## src/design/lmfb_pkg.sv

```systemverilog
package lmfb_pkg;

	localparam int LMFB_QUEUE_DEPTH = 2;
	localparam int LMFB_ROWS        = 8;

	localparam logic [15:0] LMFB_REG_ENABLE    = 16'h0C00;
	localparam logic [15:0] LMFB_REG_TEST      = 16'h0F00;
	localparam logic [15:0] LMFB_REG_INTENSITY = 16'h0A00;
	localparam logic [15:0] LMFB_REG_SCANLIM   = 16'h0B00;
	localparam logic [15:0] LMFB_REG_DECODE    = 16'h0900;
	localparam logic [7:0]  LMFB_MAX_INTENSITY = 8'h0F;
	localparam logic [7:0]  LMFB_MAX_SCANLIM   = 8'h07;
	localparam logic [7:0]  LMFB_LEFT_BIT      = 8'b1000_0000;
	localparam logic [7:0]  LMFB_INIT_INTENSITY = 8'h03;
	localparam logic [3:0]  LMFB_MAX_SPRITE    = 4'd8;
	localparam logic [2:0]  LMFB_INIT_LAST     = 3'd4;

	typedef enum logic [2:0] {
		CMD_SET_PIXEL = 3'd0,
		CMD_GET_PIXEL = 3'd1,
		CMD_COLUMN    = 3'd2,
		CMD_SPRITE    = 3'd3,
		CMD_CLEAR     = 3'd4,
		CMD_FLUSH     = 3'd5,
		CMD_CONTROL   = 3'd6,
		CMD_INIT      = 3'd7
	} cmd_t;

	typedef enum logic [1:0] {
		SEL_ENABLE    = 2'd0,
		SEL_INTENSITY = 2'd1,
		SEL_DECODE    = 2'd2,
		SEL_SCANLIM   = 2'd3
	} reg_sel_t;

	typedef enum logic {
		KIND_FRAME  = 1'b0,
		KIND_ANSWER = 1'b1
	} kind_t;

	typedef enum logic {
		BK_IDLE,
		BK_RUN
	} back_state_t;

	// classified command as held in the queue
	typedef struct packed {
		cmd_t        cmd;
		logic [7:0]  x;
		logic [7:0]  y;
		logic        x_in;
		logic        y_in;
		logic        pixel_on;
		logic [7:0]  data_byte;
		logic [63:0] sprite_rows;
		logic [3:0]  spr_w;
		logic [3:0]  spr_h;
		logic [15:0] ctrl_word;
	} op_t;

	typedef struct packed {
		op_t  op;
		logic empty;
	} queue_head_t;

	function automatic logic [15:0] init_word(input logic [2:0] step);
		logic [15:0] w;
		w = LMFB_REG_ENABLE;
		case (step)
			3'd0:    w = LMFB_REG_ENABLE;
			3'd1:    w = LMFB_REG_INTENSITY | {8'h00, LMFB_INIT_INTENSITY};
			3'd2:    w = LMFB_REG_TEST;
			3'd3:    w = LMFB_REG_DECODE;
			3'd4:    w = LMFB_REG_SCANLIM | {8'h00, LMFB_MAX_SCANLIM};
			default: w = LMFB_REG_ENABLE;
		endcase
		return w;
	endfunction

endpackage

```

## src/design/lmfb_if.sv

```systemverilog
interface lmfb_req_if;
	logic              valid;
	logic              ready;
	logic [2:0]        cmd;
	logic signed [7:0] x;
	logic signed [7:0] y;
	logic              pixel_on;
	logic [7:0]        data_byte;
	logic [63:0]       sprite_rows;
	logic [3:0]        sprite_width;
	logic [3:0]        sprite_height;
	logic [1:0]        reg_select;

	modport source (
		output valid, cmd, x, y, pixel_on, data_byte, sprite_rows,
		       sprite_width, sprite_height, reg_select,
		input  ready
	);
	modport sink (
		input  valid, cmd, x, y, pixel_on, data_byte, sprite_rows,
		       sprite_width, sprite_height, reg_select,
		output ready
	);
endinterface

interface lmfb_rsp_if;
	logic        valid;
	logic        ready;
	logic        kind;
	logic [15:0] spi_word;
	logic        pixel_value;
	logic        last;

	modport source (output valid, kind, spi_word, pixel_value, last, input ready);
	modport sink (input valid, kind, spi_word, pixel_value, last, output ready);
endinterface

```

## src/design/lmfb_front.sv

```systemverilog
module lmfb_front (
	lmfb_req_if.sink   req,
	input  logic       q_full,
	output logic       q_push,
	output lmfb_pkg::op_t q_op
);
	import lmfb_pkg::*;

	logic [7:0] val;

	assign val = req.data_byte;
	assign req.ready = !q_full;
	assign q_push = req.valid && !q_full;

	always_comb begin
		q_op = '0;
		q_op.cmd         = cmd_t'(req.cmd);
		q_op.x           = req.x;
		q_op.y           = req.y;
		// on screen when the upper five bits are all clear
		q_op.x_in        = (req.x[7:3] == 5'd0);
		q_op.y_in        = (req.y[7:3] == 5'd0);
		q_op.pixel_on    = req.pixel_on;
		q_op.data_byte   = val;
		q_op.sprite_rows = req.sprite_rows;
		q_op.spr_w = (req.sprite_width > LMFB_MAX_SPRITE) ? LMFB_MAX_SPRITE : req.sprite_width;
		q_op.spr_h = (req.sprite_height > LMFB_MAX_SPRITE) ? LMFB_MAX_SPRITE : req.sprite_height;
		unique case (reg_sel_t'(req.reg_select))
			SEL_ENABLE:    q_op.ctrl_word = LMFB_REG_ENABLE | {15'd0, (val != 8'd0)};
			SEL_INTENSITY: q_op.ctrl_word = LMFB_REG_INTENSITY |
				{8'h00, (val > LMFB_MAX_INTENSITY) ? LMFB_MAX_INTENSITY : val};
			SEL_DECODE:    q_op.ctrl_word = LMFB_REG_DECODE | {8'h00, val};
			SEL_SCANLIM:   q_op.ctrl_word = LMFB_REG_SCANLIM |
				{8'h00, (val > LMFB_MAX_SCANLIM) ? LMFB_MAX_SCANLIM : val};
			default:       q_op.ctrl_word = LMFB_REG_DECODE | {8'h00, val};
		endcase
	end
endmodule

```

## src/design/lmfb_queue.sv

```systemverilog
module lmfb_queue #(
	parameter int DEPTH = lmfb_pkg::LMFB_QUEUE_DEPTH
) (
	input  logic                clk,
	input  logic                arst_n,
	input  logic                push,
	input  lmfb_pkg::op_t       push_op,
	output logic                full,
	input  logic                pop,
	output lmfb_pkg::queue_head_t head
);
	import lmfb_pkg::*;

	localparam int PTR_W = (DEPTH > 1) ? $clog2(DEPTH) : 1;
	localparam int CNT_W = $clog2(DEPTH + 1);

	op_t              mem_q [DEPTH];
	logic [PTR_W-1:0] wr_ptr_q;
	logic [PTR_W-1:0] rd_ptr_q;
	logic [CNT_W-1:0] count_q;

	assign full       = (count_q == CNT_W'(DEPTH));
	assign head.empty = (count_q == '0);
	assign head.op    = mem_q[rd_ptr_q];

	always_ff @(posedge clk) begin
		if (push) begin
			mem_q[wr_ptr_q] <= push_op;
		end
	end

	always_ff @(posedge clk or negedge arst_n) begin
		if (!arst_n) begin
			wr_ptr_q <= '0;
			rd_ptr_q <= '0;
			count_q  <= '0;
		end else begin
			if (push) begin
				wr_ptr_q <= (wr_ptr_q == PTR_W'(DEPTH - 1)) ? '0 : wr_ptr_q + 1'b1;
			end
			if (pop) begin
				rd_ptr_q <= (rd_ptr_q == PTR_W'(DEPTH - 1)) ? '0 : rd_ptr_q + 1'b1;
			end
			case ({push, pop})
				2'b10:   count_q <= count_q + 1'b1;
				2'b01:   count_q <= count_q - 1'b1;
				default: count_q <= count_q;
			endcase
		end
	end
endmodule

```

## src/design/lmfb_back.sv

```systemverilog
module lmfb_back (
	input  logic                  clk,
	input  logic                  arst_n,
	input  lmfb_pkg::queue_head_t head,
	output logic                  pop,
	lmfb_rsp_if.source            rsp
);
	import lmfb_pkg::*;

	back_state_t state_q, state_d;
	op_t         op_q;
	logic [2:0]  row_q;
	logic [7:0]  frame_q [LMFB_ROWS];

	logic        out_valid_q;
	logic        kind_q;
	logic [15:0] word_q;
	logic        pix_q;
	logic        last_q;

	logic        running;
	logic        emit_now;
	logic        advance;
	logic        final_step;
	logic [7:0]  cur_row;
	logic [7:0]  new_row;
	logic        e_kind;
	logic [15:0] e_word;
	logic        e_pix;
	logic        e_last;
	logic [2:0]  get_row;
	logic [7:0]  bit_mask;
	logic [8:0]  dr;
	logic        row_hit;
	logic [7:0]  srow;

	assign cur_row  = frame_q[row_q];
	assign bit_mask = LMFB_LEFT_BIT >> op_q.x[2:0];
	assign get_row  = op_q.y_in ? op_q.y[2:0] : 3'd0;

	// sprite row that lands on the current frame row
	assign dr      = {6'd0, row_q} - {op_q.y[7], op_q.y};
	assign row_hit = !dr[8] && (dr < {5'd0, op_q.spr_h});
	assign srow    = op_q.sprite_rows[{dr[2:0], 3'b000} +: 8];

	// emit decode for the current row step
	always_comb begin
		emit_now = 1'b0;
		e_kind   = KIND_FRAME;
		e_word   = 16'd0;
		e_pix    = 1'b0;
		e_last   = 1'b0;
		unique case (op_q.cmd)
			CMD_GET_PIXEL: begin
				emit_now = (row_q == get_row);
				e_kind   = KIND_ANSWER;
				e_pix    = op_q.x_in && op_q.y_in && cur_row[3'd7 - op_q.x[2:0]];
				e_last   = 1'b1;
			end
			CMD_FLUSH: begin
				emit_now = 1'b1;
				e_word   = {{5'd0, row_q} + 8'd1, cur_row};
				e_last   = (row_q == 3'd7);
			end
			CMD_CONTROL: begin
				emit_now = (row_q == 3'd0);
				e_word   = op_q.ctrl_word;
				e_last   = 1'b1;
			end
			CMD_INIT: begin
				emit_now = (row_q <= LMFB_INIT_LAST);
				e_word   = init_word(row_q);
				e_last   = (row_q == LMFB_INIT_LAST);
			end
			default: emit_now = 1'b0;
		endcase
	end

	// new contents of the current row
	always_comb begin
		logic [8:0] c;
		new_row = cur_row;
		c = 9'd0;
		unique case (op_q.cmd)
			CMD_SET_PIXEL: begin
				if (op_q.x_in && op_q.y_in && (row_q == op_q.y[2:0])) begin
					new_row = op_q.pixel_on ? (cur_row | bit_mask) : (cur_row & ~bit_mask);
				end
			end
			CMD_COLUMN: begin
				if (op_q.x_in) begin
					new_row = op_q.data_byte[row_q] ? (cur_row | bit_mask)
					                                : (cur_row & ~bit_mask);
				end
			end
			CMD_SPRITE: begin
				for (int j = 0; j < 8; j++) begin
					c = 9'(j) - {op_q.x[7], op_q.x};
					if (row_hit && !c[8] && (c[7:0] < {4'd0, op_q.spr_w})) begin
						new_row[7 - j] = srow[3'd7 - c[2:0]];
					end
				end
			end
			CMD_CLEAR, CMD_INIT: new_row = 8'd0;
			default: new_row = cur_row;
		endcase
	end

	// sequencer outputs
	always_comb begin
		running    = (state_q == BK_RUN);
		advance    = running && (!emit_now || !out_valid_q || rsp.ready);
		final_step = advance && (row_q == 3'd7);
		pop        = !head.empty && ((state_q == BK_IDLE) || final_step);
	end

	// sequencer next state
	always_comb begin
		state_d = state_q;
		unique case (state_q)
			BK_IDLE: if (!head.empty) state_d = BK_RUN;
			BK_RUN:  if (final_step && head.empty) state_d = BK_IDLE;
			default: state_d = BK_IDLE;
		endcase
	end

	always_ff @(posedge clk or negedge arst_n) begin
		if (!arst_n) begin
			state_q     <= BK_IDLE;
			row_q       <= 3'd0;
			out_valid_q <= 1'b0;
			for (int i = 0; i < LMFB_ROWS; i++) begin
				frame_q[i] <= 8'd0;
			end
		end else begin
			state_q <= state_d;
			if (pop) begin
				row_q <= 3'd0;
			end else if (advance) begin
				row_q <= row_q + 3'd1;
			end
			if (advance) begin
				frame_q[row_q] <= new_row;
			end
			if (advance && emit_now) begin
				out_valid_q <= 1'b1;
			end else if (rsp.ready) begin
				out_valid_q <= 1'b0;
			end
		end
	end

	always_ff @(posedge clk) begin
		if (pop) begin
			op_q <= head.op;
		end
		if (advance && emit_now) begin
			kind_q <= e_kind;
			word_q <= e_word;
			pix_q  <= e_pix;
			last_q <= e_last;
		end
	end

	assign rsp.valid       = out_valid_q;
	assign rsp.kind        = kind_q;
	assign rsp.spi_word    = word_q;
	assign rsp.pixel_value = pix_q;
	assign rsp.last        = last_q;
endmodule

```

## src/design/led_matrix_framebuffer_spi_core.sv

```systemverilog
// results: each command passes through the queue and the back end's op register, and
// its results are registered; flush frames follow one per cycle when not stalled
// occupancy: every command holds the back end while it steps through all frame rows,
// one row per step, since the store is read and rewritten through a single row port
// reset: arst_n clears the frame store, the command queue and the output register
module led_matrix_framebuffer_spi_core #(
	parameter int QUEUE_DEPTH = lmfb_pkg::LMFB_QUEUE_DEPTH
) (
	input  logic       clk,
	input  logic       arst_n,
	lmfb_req_if.sink   req,
	lmfb_rsp_if.source rsp
);
	import lmfb_pkg::*;

	logic        q_full;
	logic        q_push;
	logic        q_pop;
	op_t         q_op;
	queue_head_t q_head;

	lmfb_front u_front (
		.req    (req),
		.q_full (q_full),
		.q_push (q_push),
		.q_op   (q_op)
	);

	lmfb_queue #(
		.DEPTH (QUEUE_DEPTH)
	) u_queue (
		.clk     (clk),
		.arst_n  (arst_n),
		.push    (q_push),
		.push_op (q_op),
		.full    (q_full),
		.pop     (q_pop),
		.head    (q_head)
	);

	lmfb_back u_back (
		.clk    (clk),
		.arst_n (arst_n),
		.head   (q_head),
		.pop    (q_pop),
		.rsp    (rsp)
	);
endmodule

```

## src/flat_wrapper.sv

```systemverilog
// flat-port wrapper written by rule: the top's interface ports become plain ports
module led_matrix_framebuffer_spi_core_flat import lmfb_pkg::*;
#(
	parameter int QUEUE_DEPTH = lmfb_pkg::LMFB_QUEUE_DEPTH
)
  (clk, arst_n, req_valid, req_cmd, req_x, req_y, req_pixel_on, req_data_byte, req_sprite_rows, req_sprite_width, req_sprite_height, req_reg_select, req_ready, rsp_valid, rsp_kind, rsp_spi_word, rsp_pixel_value, rsp_last, rsp_ready);
  lmfb_req_if req_i ();
  lmfb_rsp_if rsp_i ();
  input  logic clk;
  input  logic arst_n;
  input wire logic [$bits(req_i.valid)-1:0] req_valid;
  input wire logic [$bits(req_i.cmd)-1:0] req_cmd;
  input wire logic [$bits(req_i.x)-1:0] req_x;
  input wire logic [$bits(req_i.y)-1:0] req_y;
  input wire logic [$bits(req_i.pixel_on)-1:0] req_pixel_on;
  input wire logic [$bits(req_i.data_byte)-1:0] req_data_byte;
  input wire logic [$bits(req_i.sprite_rows)-1:0] req_sprite_rows;
  input wire logic [$bits(req_i.sprite_width)-1:0] req_sprite_width;
  input wire logic [$bits(req_i.sprite_height)-1:0] req_sprite_height;
  input wire logic [$bits(req_i.reg_select)-1:0] req_reg_select;
  output wire logic [$bits(req_i.ready)-1:0] req_ready;
  output wire logic [$bits(rsp_i.valid)-1:0] rsp_valid;
  output wire logic [$bits(rsp_i.kind)-1:0] rsp_kind;
  output wire logic [$bits(rsp_i.spi_word)-1:0] rsp_spi_word;
  output wire logic [$bits(rsp_i.pixel_value)-1:0] rsp_pixel_value;
  output wire logic [$bits(rsp_i.last)-1:0] rsp_last;
  input wire logic [$bits(rsp_i.ready)-1:0] rsp_ready;
  assign req_i.valid = req_valid;
  assign req_i.cmd = req_cmd;
  assign req_i.x = req_x;
  assign req_i.y = req_y;
  assign req_i.pixel_on = req_pixel_on;
  assign req_i.data_byte = req_data_byte;
  assign req_i.sprite_rows = req_sprite_rows;
  assign req_i.sprite_width = req_sprite_width;
  assign req_i.sprite_height = req_sprite_height;
  assign req_i.reg_select = req_reg_select;
  assign req_ready = req_i.ready;
  assign rsp_valid = rsp_i.valid;
  assign rsp_kind = rsp_i.kind;
  assign rsp_spi_word = rsp_i.spi_word;
  assign rsp_pixel_value = rsp_i.pixel_value;
  assign rsp_last = rsp_i.last;
  assign rsp_i.ready = rsp_ready;
  led_matrix_framebuffer_spi_core #(.QUEUE_DEPTH(QUEUE_DEPTH)) u_core (.clk(clk), .arst_n(arst_n), .req(req_i), .rsp(rsp_i));
endmodule
```

## config.mk

```make
export PLATFORM = sky130hd
export DESIGN_NAME = led_matrix_framebuffer_spi_core_flat
export DESIGN_NICKNAME = d
export VERILOG_FILES = /design/src/design/lmfb_pkg.sv /design/src/design/lmfb_if.sv /design/src/design/lmfb_front.sv /design/src/design/lmfb_queue.sv /design/src/design/lmfb_back.sv /design/src/design/led_matrix_framebuffer_spi_core.sv /design/src/flat_wrapper.sv
export SDC_FILE = /design/constraint.sdc
export NUM_CORES = 1
export LEC_CHECK = 0
export BUFFER_PORTS_ARGS = -buffer_cell sky130_fd_sc_hd__buf_2
export CORE_UTILIZATION = 35
export CTS_CLUSTER_DIAMETER = 30
export DETAILED_ROUTE_END_ITERATION = 8
export PLACE_DENSITY = 0.61
export SLEW_MARGIN = 5
export SYNTH_ARGS = -nofsm -noshare
export SYNTH_HDL_FRONTEND = slang
export SYNTH_SLANG_ARGS = --single-unit
```

## constraint.sdc

```tcl
create_clock -name clk -period 6.7 [get_ports clk]
set_input_delay 1.005 -clock clk [delete_from_list [all_inputs] [get_ports clk]]
set_output_delay 1.005 -clock clk [all_outputs]
set_load 0.02 [all_outputs]
```

# Word level (Yosys, flattened, before mapping)
# Memory sizes are Yosys's and may differ from the RTL's. A register that Yosys moved wholly into a read port is not among the register bits.
# Cells that the tools add are included.
# word_totals
reg_bits	92
ram_bits	236
in_bits	106
output_inout_bits	21
word_cells	213
mem_count	1
# op_classes
add_sub_neg	24
magnitude_cmp	26
eq_ne	20
n_shift	2
n_mux	62
n_bitwise	5
n_reduce_logical	55
# mem_list
name	depth	word_bits	rd	rd_ports_with_merged_regs	wr	line	text
u_core.u_queue.mem_q	2	118	1	1	1	lmfb_queue.sv:17	op_t mem_q [DEPTH];
# ops
cell	count
$mux W8	9
$bwmux W64	1
$lt A8 B4 Y1	8
$pmux W16 S4	1
$shiftx A64 B7 Y8	1
$pmux W16 S3	1
$pmux W11 S4	1
$lt A3 B4 Y1 const B	10
$sub A4 B8 Y9 const A	4
$pmux W8 S4	1
$bmux W1 S3	10
$logic_and A1 B1 Y1	27
$mux W1	27
$sub A3 B3 Y3 const A	9
$bmux W8 S3	1
$demux W8 S3	1
$eq A3 B3 Y1 const B	6
$sub A3 B8 Y9 const A	2
$logic_not A1 Y1	13
$eq A3 B2 Y1 const B	4
$logic_not A5 Y1	2
$lt A9 B4 Y1	1
$mux W3	3
$sub A1 B8 Y9 const A	1
other kinds (34)	50

# Longest topological paths before layout
# depth
ltp_word	12
ltp_mapped	16
mapped_depth_nobuf	14

# Cells and area by module
# From an unflattened synthesis, not the netlist that was laid out.
# hier_totals
cells_unflattened	1416
area_unflattened_um2	20881.3
# modules_own_cells
mod	instances	cells_each	area_each_um2	seq_area_each_um2
lmfb_back	1	894	11182.0	5840.6
lmfb_queue	1	383	8742.1	7186.9
lmfb_front	1	139	957.2	0.0

# Worst setup path after synthesis
# Ideal clock, no wire load.
# synth_path
path_kind	input to register
startpoint	in req_valid
endpoint	mem u_core.u_queue.mem_q[0][0] (netlist name) (enable)
setup_time_ns	0.586
arrival_time_ns	5.805
required_ns	6.114
path_slack_ns	0.309
cell_stages	2
path_buffers	0
path_cell_list	nand2_1 > nor2_1
# synth_between
elab_chain_cells	3
# synth_lines
item	line	text
start, declared	flat_wrapper.sv:11	input wire logic [$bits(req_i.valid)-1:0] req_valid;
$logic_and A1 B1 Y1	lmfb_front.sv:13	assign q_push = req.valid && !q_full;
$mux W1	lmfb_queue.sv:27	if (push) begin
$mux W1 (implied by the code)	lmfb_queue.sv:28	mem_q[wr_ptr_q] <= push_op;
end, declared	lmfb_queue.sv:17	
# Every way passes these cells.

# Final worst setup path
# layout_path
startpoint	reg u_core.u_back.row_q[1]
endpoint	reg u_core.u_back.frame_q[59] (netlist name)
# layout_between
elab_chain_cells	9
elab_cells_between_ends	39
classes_between	add/sub (1); order compare (4); eq/ne (2); shift (1); mux (17); bitwise (3); reduce/logical (11)
# layout_lines
item	line	text
start, declared	lmfb_back.sv:12	logic [2:0] row_q;
start signal, assigned	lmfb_back.sv:140	row_q <= row_q + 3'd1;
parallel branches: the longest is 9 deep, another holds $sub A4 B8 Y9	n/a	
end signal, assigned by index	lmfb_back.sv:143	frame_q[row_q] <= new_row;
end, declared	lmfb_back.sv:13	logic [7:0] frame_q [LMFB_ROWS];
# Several ways; the timed one is not identified. The select of a mux whose other input is x is not followed.
# A chain may end at the register's enable or synchronous reset.

==> metrics.txt <==
WL per Instance 19.73 microns; most instantiated library cell after synthesis edfxtp_1; H-tree Lvls 3; synth top area cells edfxtp_1 (54%), mux2_2 (10%), dfrtp_1 (9.4%), ha_1 (3.1%), mux4_2 (2.5%); Fin Setup TNS 0 ns; worst hold path class reg -> reg; PD cells 519.7 nW/um^2; Remaining Overflow, GRT 0; FP Rows 86; final wirelength 45.50 mm; Final Hold Viols 0; Placer Congestion 0.8959; status complete, no violations; die height 238.2 microns; crit path capture u_core.u_back.frame_q[59]; sequential area share after synthesis 63.80%; DR DRC count 0; vias in the first global route 12,190; CTS sink cnt 427; Synth area leader edfxtp_1; Peak VDD IR 0.3410 mV; Worst EP arrival 4.94 ns; worst-margin pin slew 1.139 ns; clk_skew 0.03084 ns; Slew HR 24.10%; area share of the largest cell type after synthesis 54.45%; final antenna-violating net count 0; IO buf count 122; filler cell count 4,951; Die ar. 56,730 sq um; Avg Synthesized Cell Area 14.77 sq um; Crit Path Max Fanout 31; final period utilization 65.70%; Setup crit start kind flip-flop; Critical Path Source u_core.u_back.row_q[1]; Worst Hold Launch u_core.u_back.frame_q[7]; fmax 227.2 MHz; Vias 11,830; final setup fails 0; Yosys reg bits 427; Slew Limit Fails 0; Synth Warn # 0; Post-DP Area 20,990 sq um; Most used DFF post-synth edfxtp_1; max cap viols 0; via-per-instance ratio 5.130; TritonCTS Buffers 86; CTS tree yes; reg2reg setup slack 2.30 ns; Clock Path Buffers 3; Final Core Density 43.54%; post-synthesis cell area 19,520 sq um; Leak 8.876 nW; Layout area overhead 22.87%; Die X-Extent 238.2 microns; Non-Filler Instances 2,306; Synth top cells by count edfxtp_1 (354), mux2_2 (175), dfrtp_1 (73), nand2_1 (72), nor2_1 (62); largest net degree at the start of global routing 114; clk_lat worst skew 0.63 ns; share of cells above drive strength 1 32.67%; initial detailed-routing violation count 827; CP required 7.24 ns; post-cts resize count 0; unrepaired setup endpoints after global routing no; Post-CTS Setup Bufs 0; Final Net Count 1,644; ys async rst share 17.10%; Tmin final 4.402 ns; crit path kind reg -> reg; initial antenna violation count 0; Reg2Reg Depth 10; Post-Place Cells 2,149; n_diodes 0; Total GRT Usage 16.31%; r2r startpoint u_core.u_back.row_q[1]; hold buffer count at CTS 0; CTS Root Cell clkbuf_16; design area 23,990 sq um; RR Endpoint u_core.u_back.frame_q[59]; HPWL after DPL 30.36 mm; core area 55,090 sq um; Ports 127; number of synthesized flops with an enable pin 354; first-pass GRT wire length 70.79 mm; Post-Synthesis Cells 1,322; initial core utilization 35.44%; Netlist cell types 85; DR pass1 iterations 5; crit end category flip-flop; clk slew on worst S/H paths 0.05 ns
-- state kept, by name, indices dropped and copies added, names as in the netlist --
register / count
u_core.u_back.rsp.kind: 1
u_core.u_queue.mem_q: 226
u_core.u_back.rsp.spi_word: 12
u_core.u_queue.rd_ptr_q: 1
u_core.u_back.row_q: 3
u_core.u_back.rsp.valid: 1
u_core.u_back.rsp.pixel_value: 1
u_core.u_back.rsp.last: 1
u_core.u_queue.count_q: 2
u_core.u_back.running: 1
u_core.u_back.op_q: 113
u_core.u_back.frame_q: 64
u_core.u_queue.wr_ptr_q: 1
-- placed cells by master (no fill, tap or decap), types with 21 or more instances in the layout --
master,n
mux2i_1,40
buf_4,21
o21ai_0,42
a21oi_1,40
nand2_1,72
edfxtp_1,354
nor2_1,61
mux4_2,22
dfrtp_1,71
ha_1,48
buf_2,122
inv_1,32
clkbuf_16,86
mux2_2,175
-- cell type report --
cell class	count	area, sq um	share of cell area [%]
clock buffer	104	2250	9.378
clock inverter	53	754.5	3.145
inverter	36	135.1	0.5633
multi-input combinational	793	6644	27.70
sequential	427	12460	51.95
tap	748	935.9	3.901
timing repair buffer	145	808.3	3.369
-- worst max-delay path, stage by stage (launching register included) --
cell and delay [ns]:
dfrtp_1 0.31, buf_4 0.32, clkinv_1 0.19, fa_2 1.16, mux2i_1 0.18, mux4_2 0.59, mux2i_1 0.27, o22ai_1 0.13
and2_1 0.18, o311ai_2 0.67, mux2_2 0.29
-- how the worst min path moves through the flow --
stage / to / slack, ns / cells after the start
after CTS: u_core.u_back.frame_q[7] / 0.49 / 1
after global placement: u_core.u_back.frame_q[15] / 0.47 / 1
after floorplan: u_core.u_queue.wr_ptr_q / 0.46 / 1
after global routing: u_core.u_back.frame_q[31] / 0.50 / 1
after detailed placement: u_core.u_back.frame_q[7] / 0.48 / 1
final: u_core.u_back.frame_q[7] / 0.49 / 1
-- per-layer routing --
metal / part of all wire, % / GRT usage [%]
met1: 42 / 20.42
met2: 50 / 27.49
met3: 4.6 / 2.973
met4: 3.1 / 7.265
met5: 0 / 0
-- report_power, final --
group	switching [mW]	leakage, nW	internal, mW	total (mW)
Combinational	2.33	3.22	1.69	4.01
Sequential	0.339	4.20	3.80	4.14
Clock	1.40	1.45	2.91	4.31
Total	4.07	8.88	8.40	12.5
-- logic make-up after synthesis --
group / count (synthesis) / share of synthesized area [%]
compound gates: 215 / 7.780
xor+xnor: 15 / 0.7691
fa+ha+maj: 49 / 3.179
buf+inv: 105 / 2.339
flops: 427 / 63.80
mux: 239 / 14.80
other cells: 1 / 0.01921
simple gates: 271 / 7.312
-- per-stage QoR --
stage          setup slack [ns]  power (mW)  hold slack, ns
3_3_place_gp              2.441       8.128          0.4732
4_1_cts                   2.318       12.59          0.4928
5_1_grt                   2.061       13.10          0.5049
3_5_place_dp              2.326       8.214          0.4842
6_report                  2.298       12.47          0.4928
2_1_floorplan            0.3087       7.085          0.4608
Note: power is estimated with default switching activity, not from simulation.
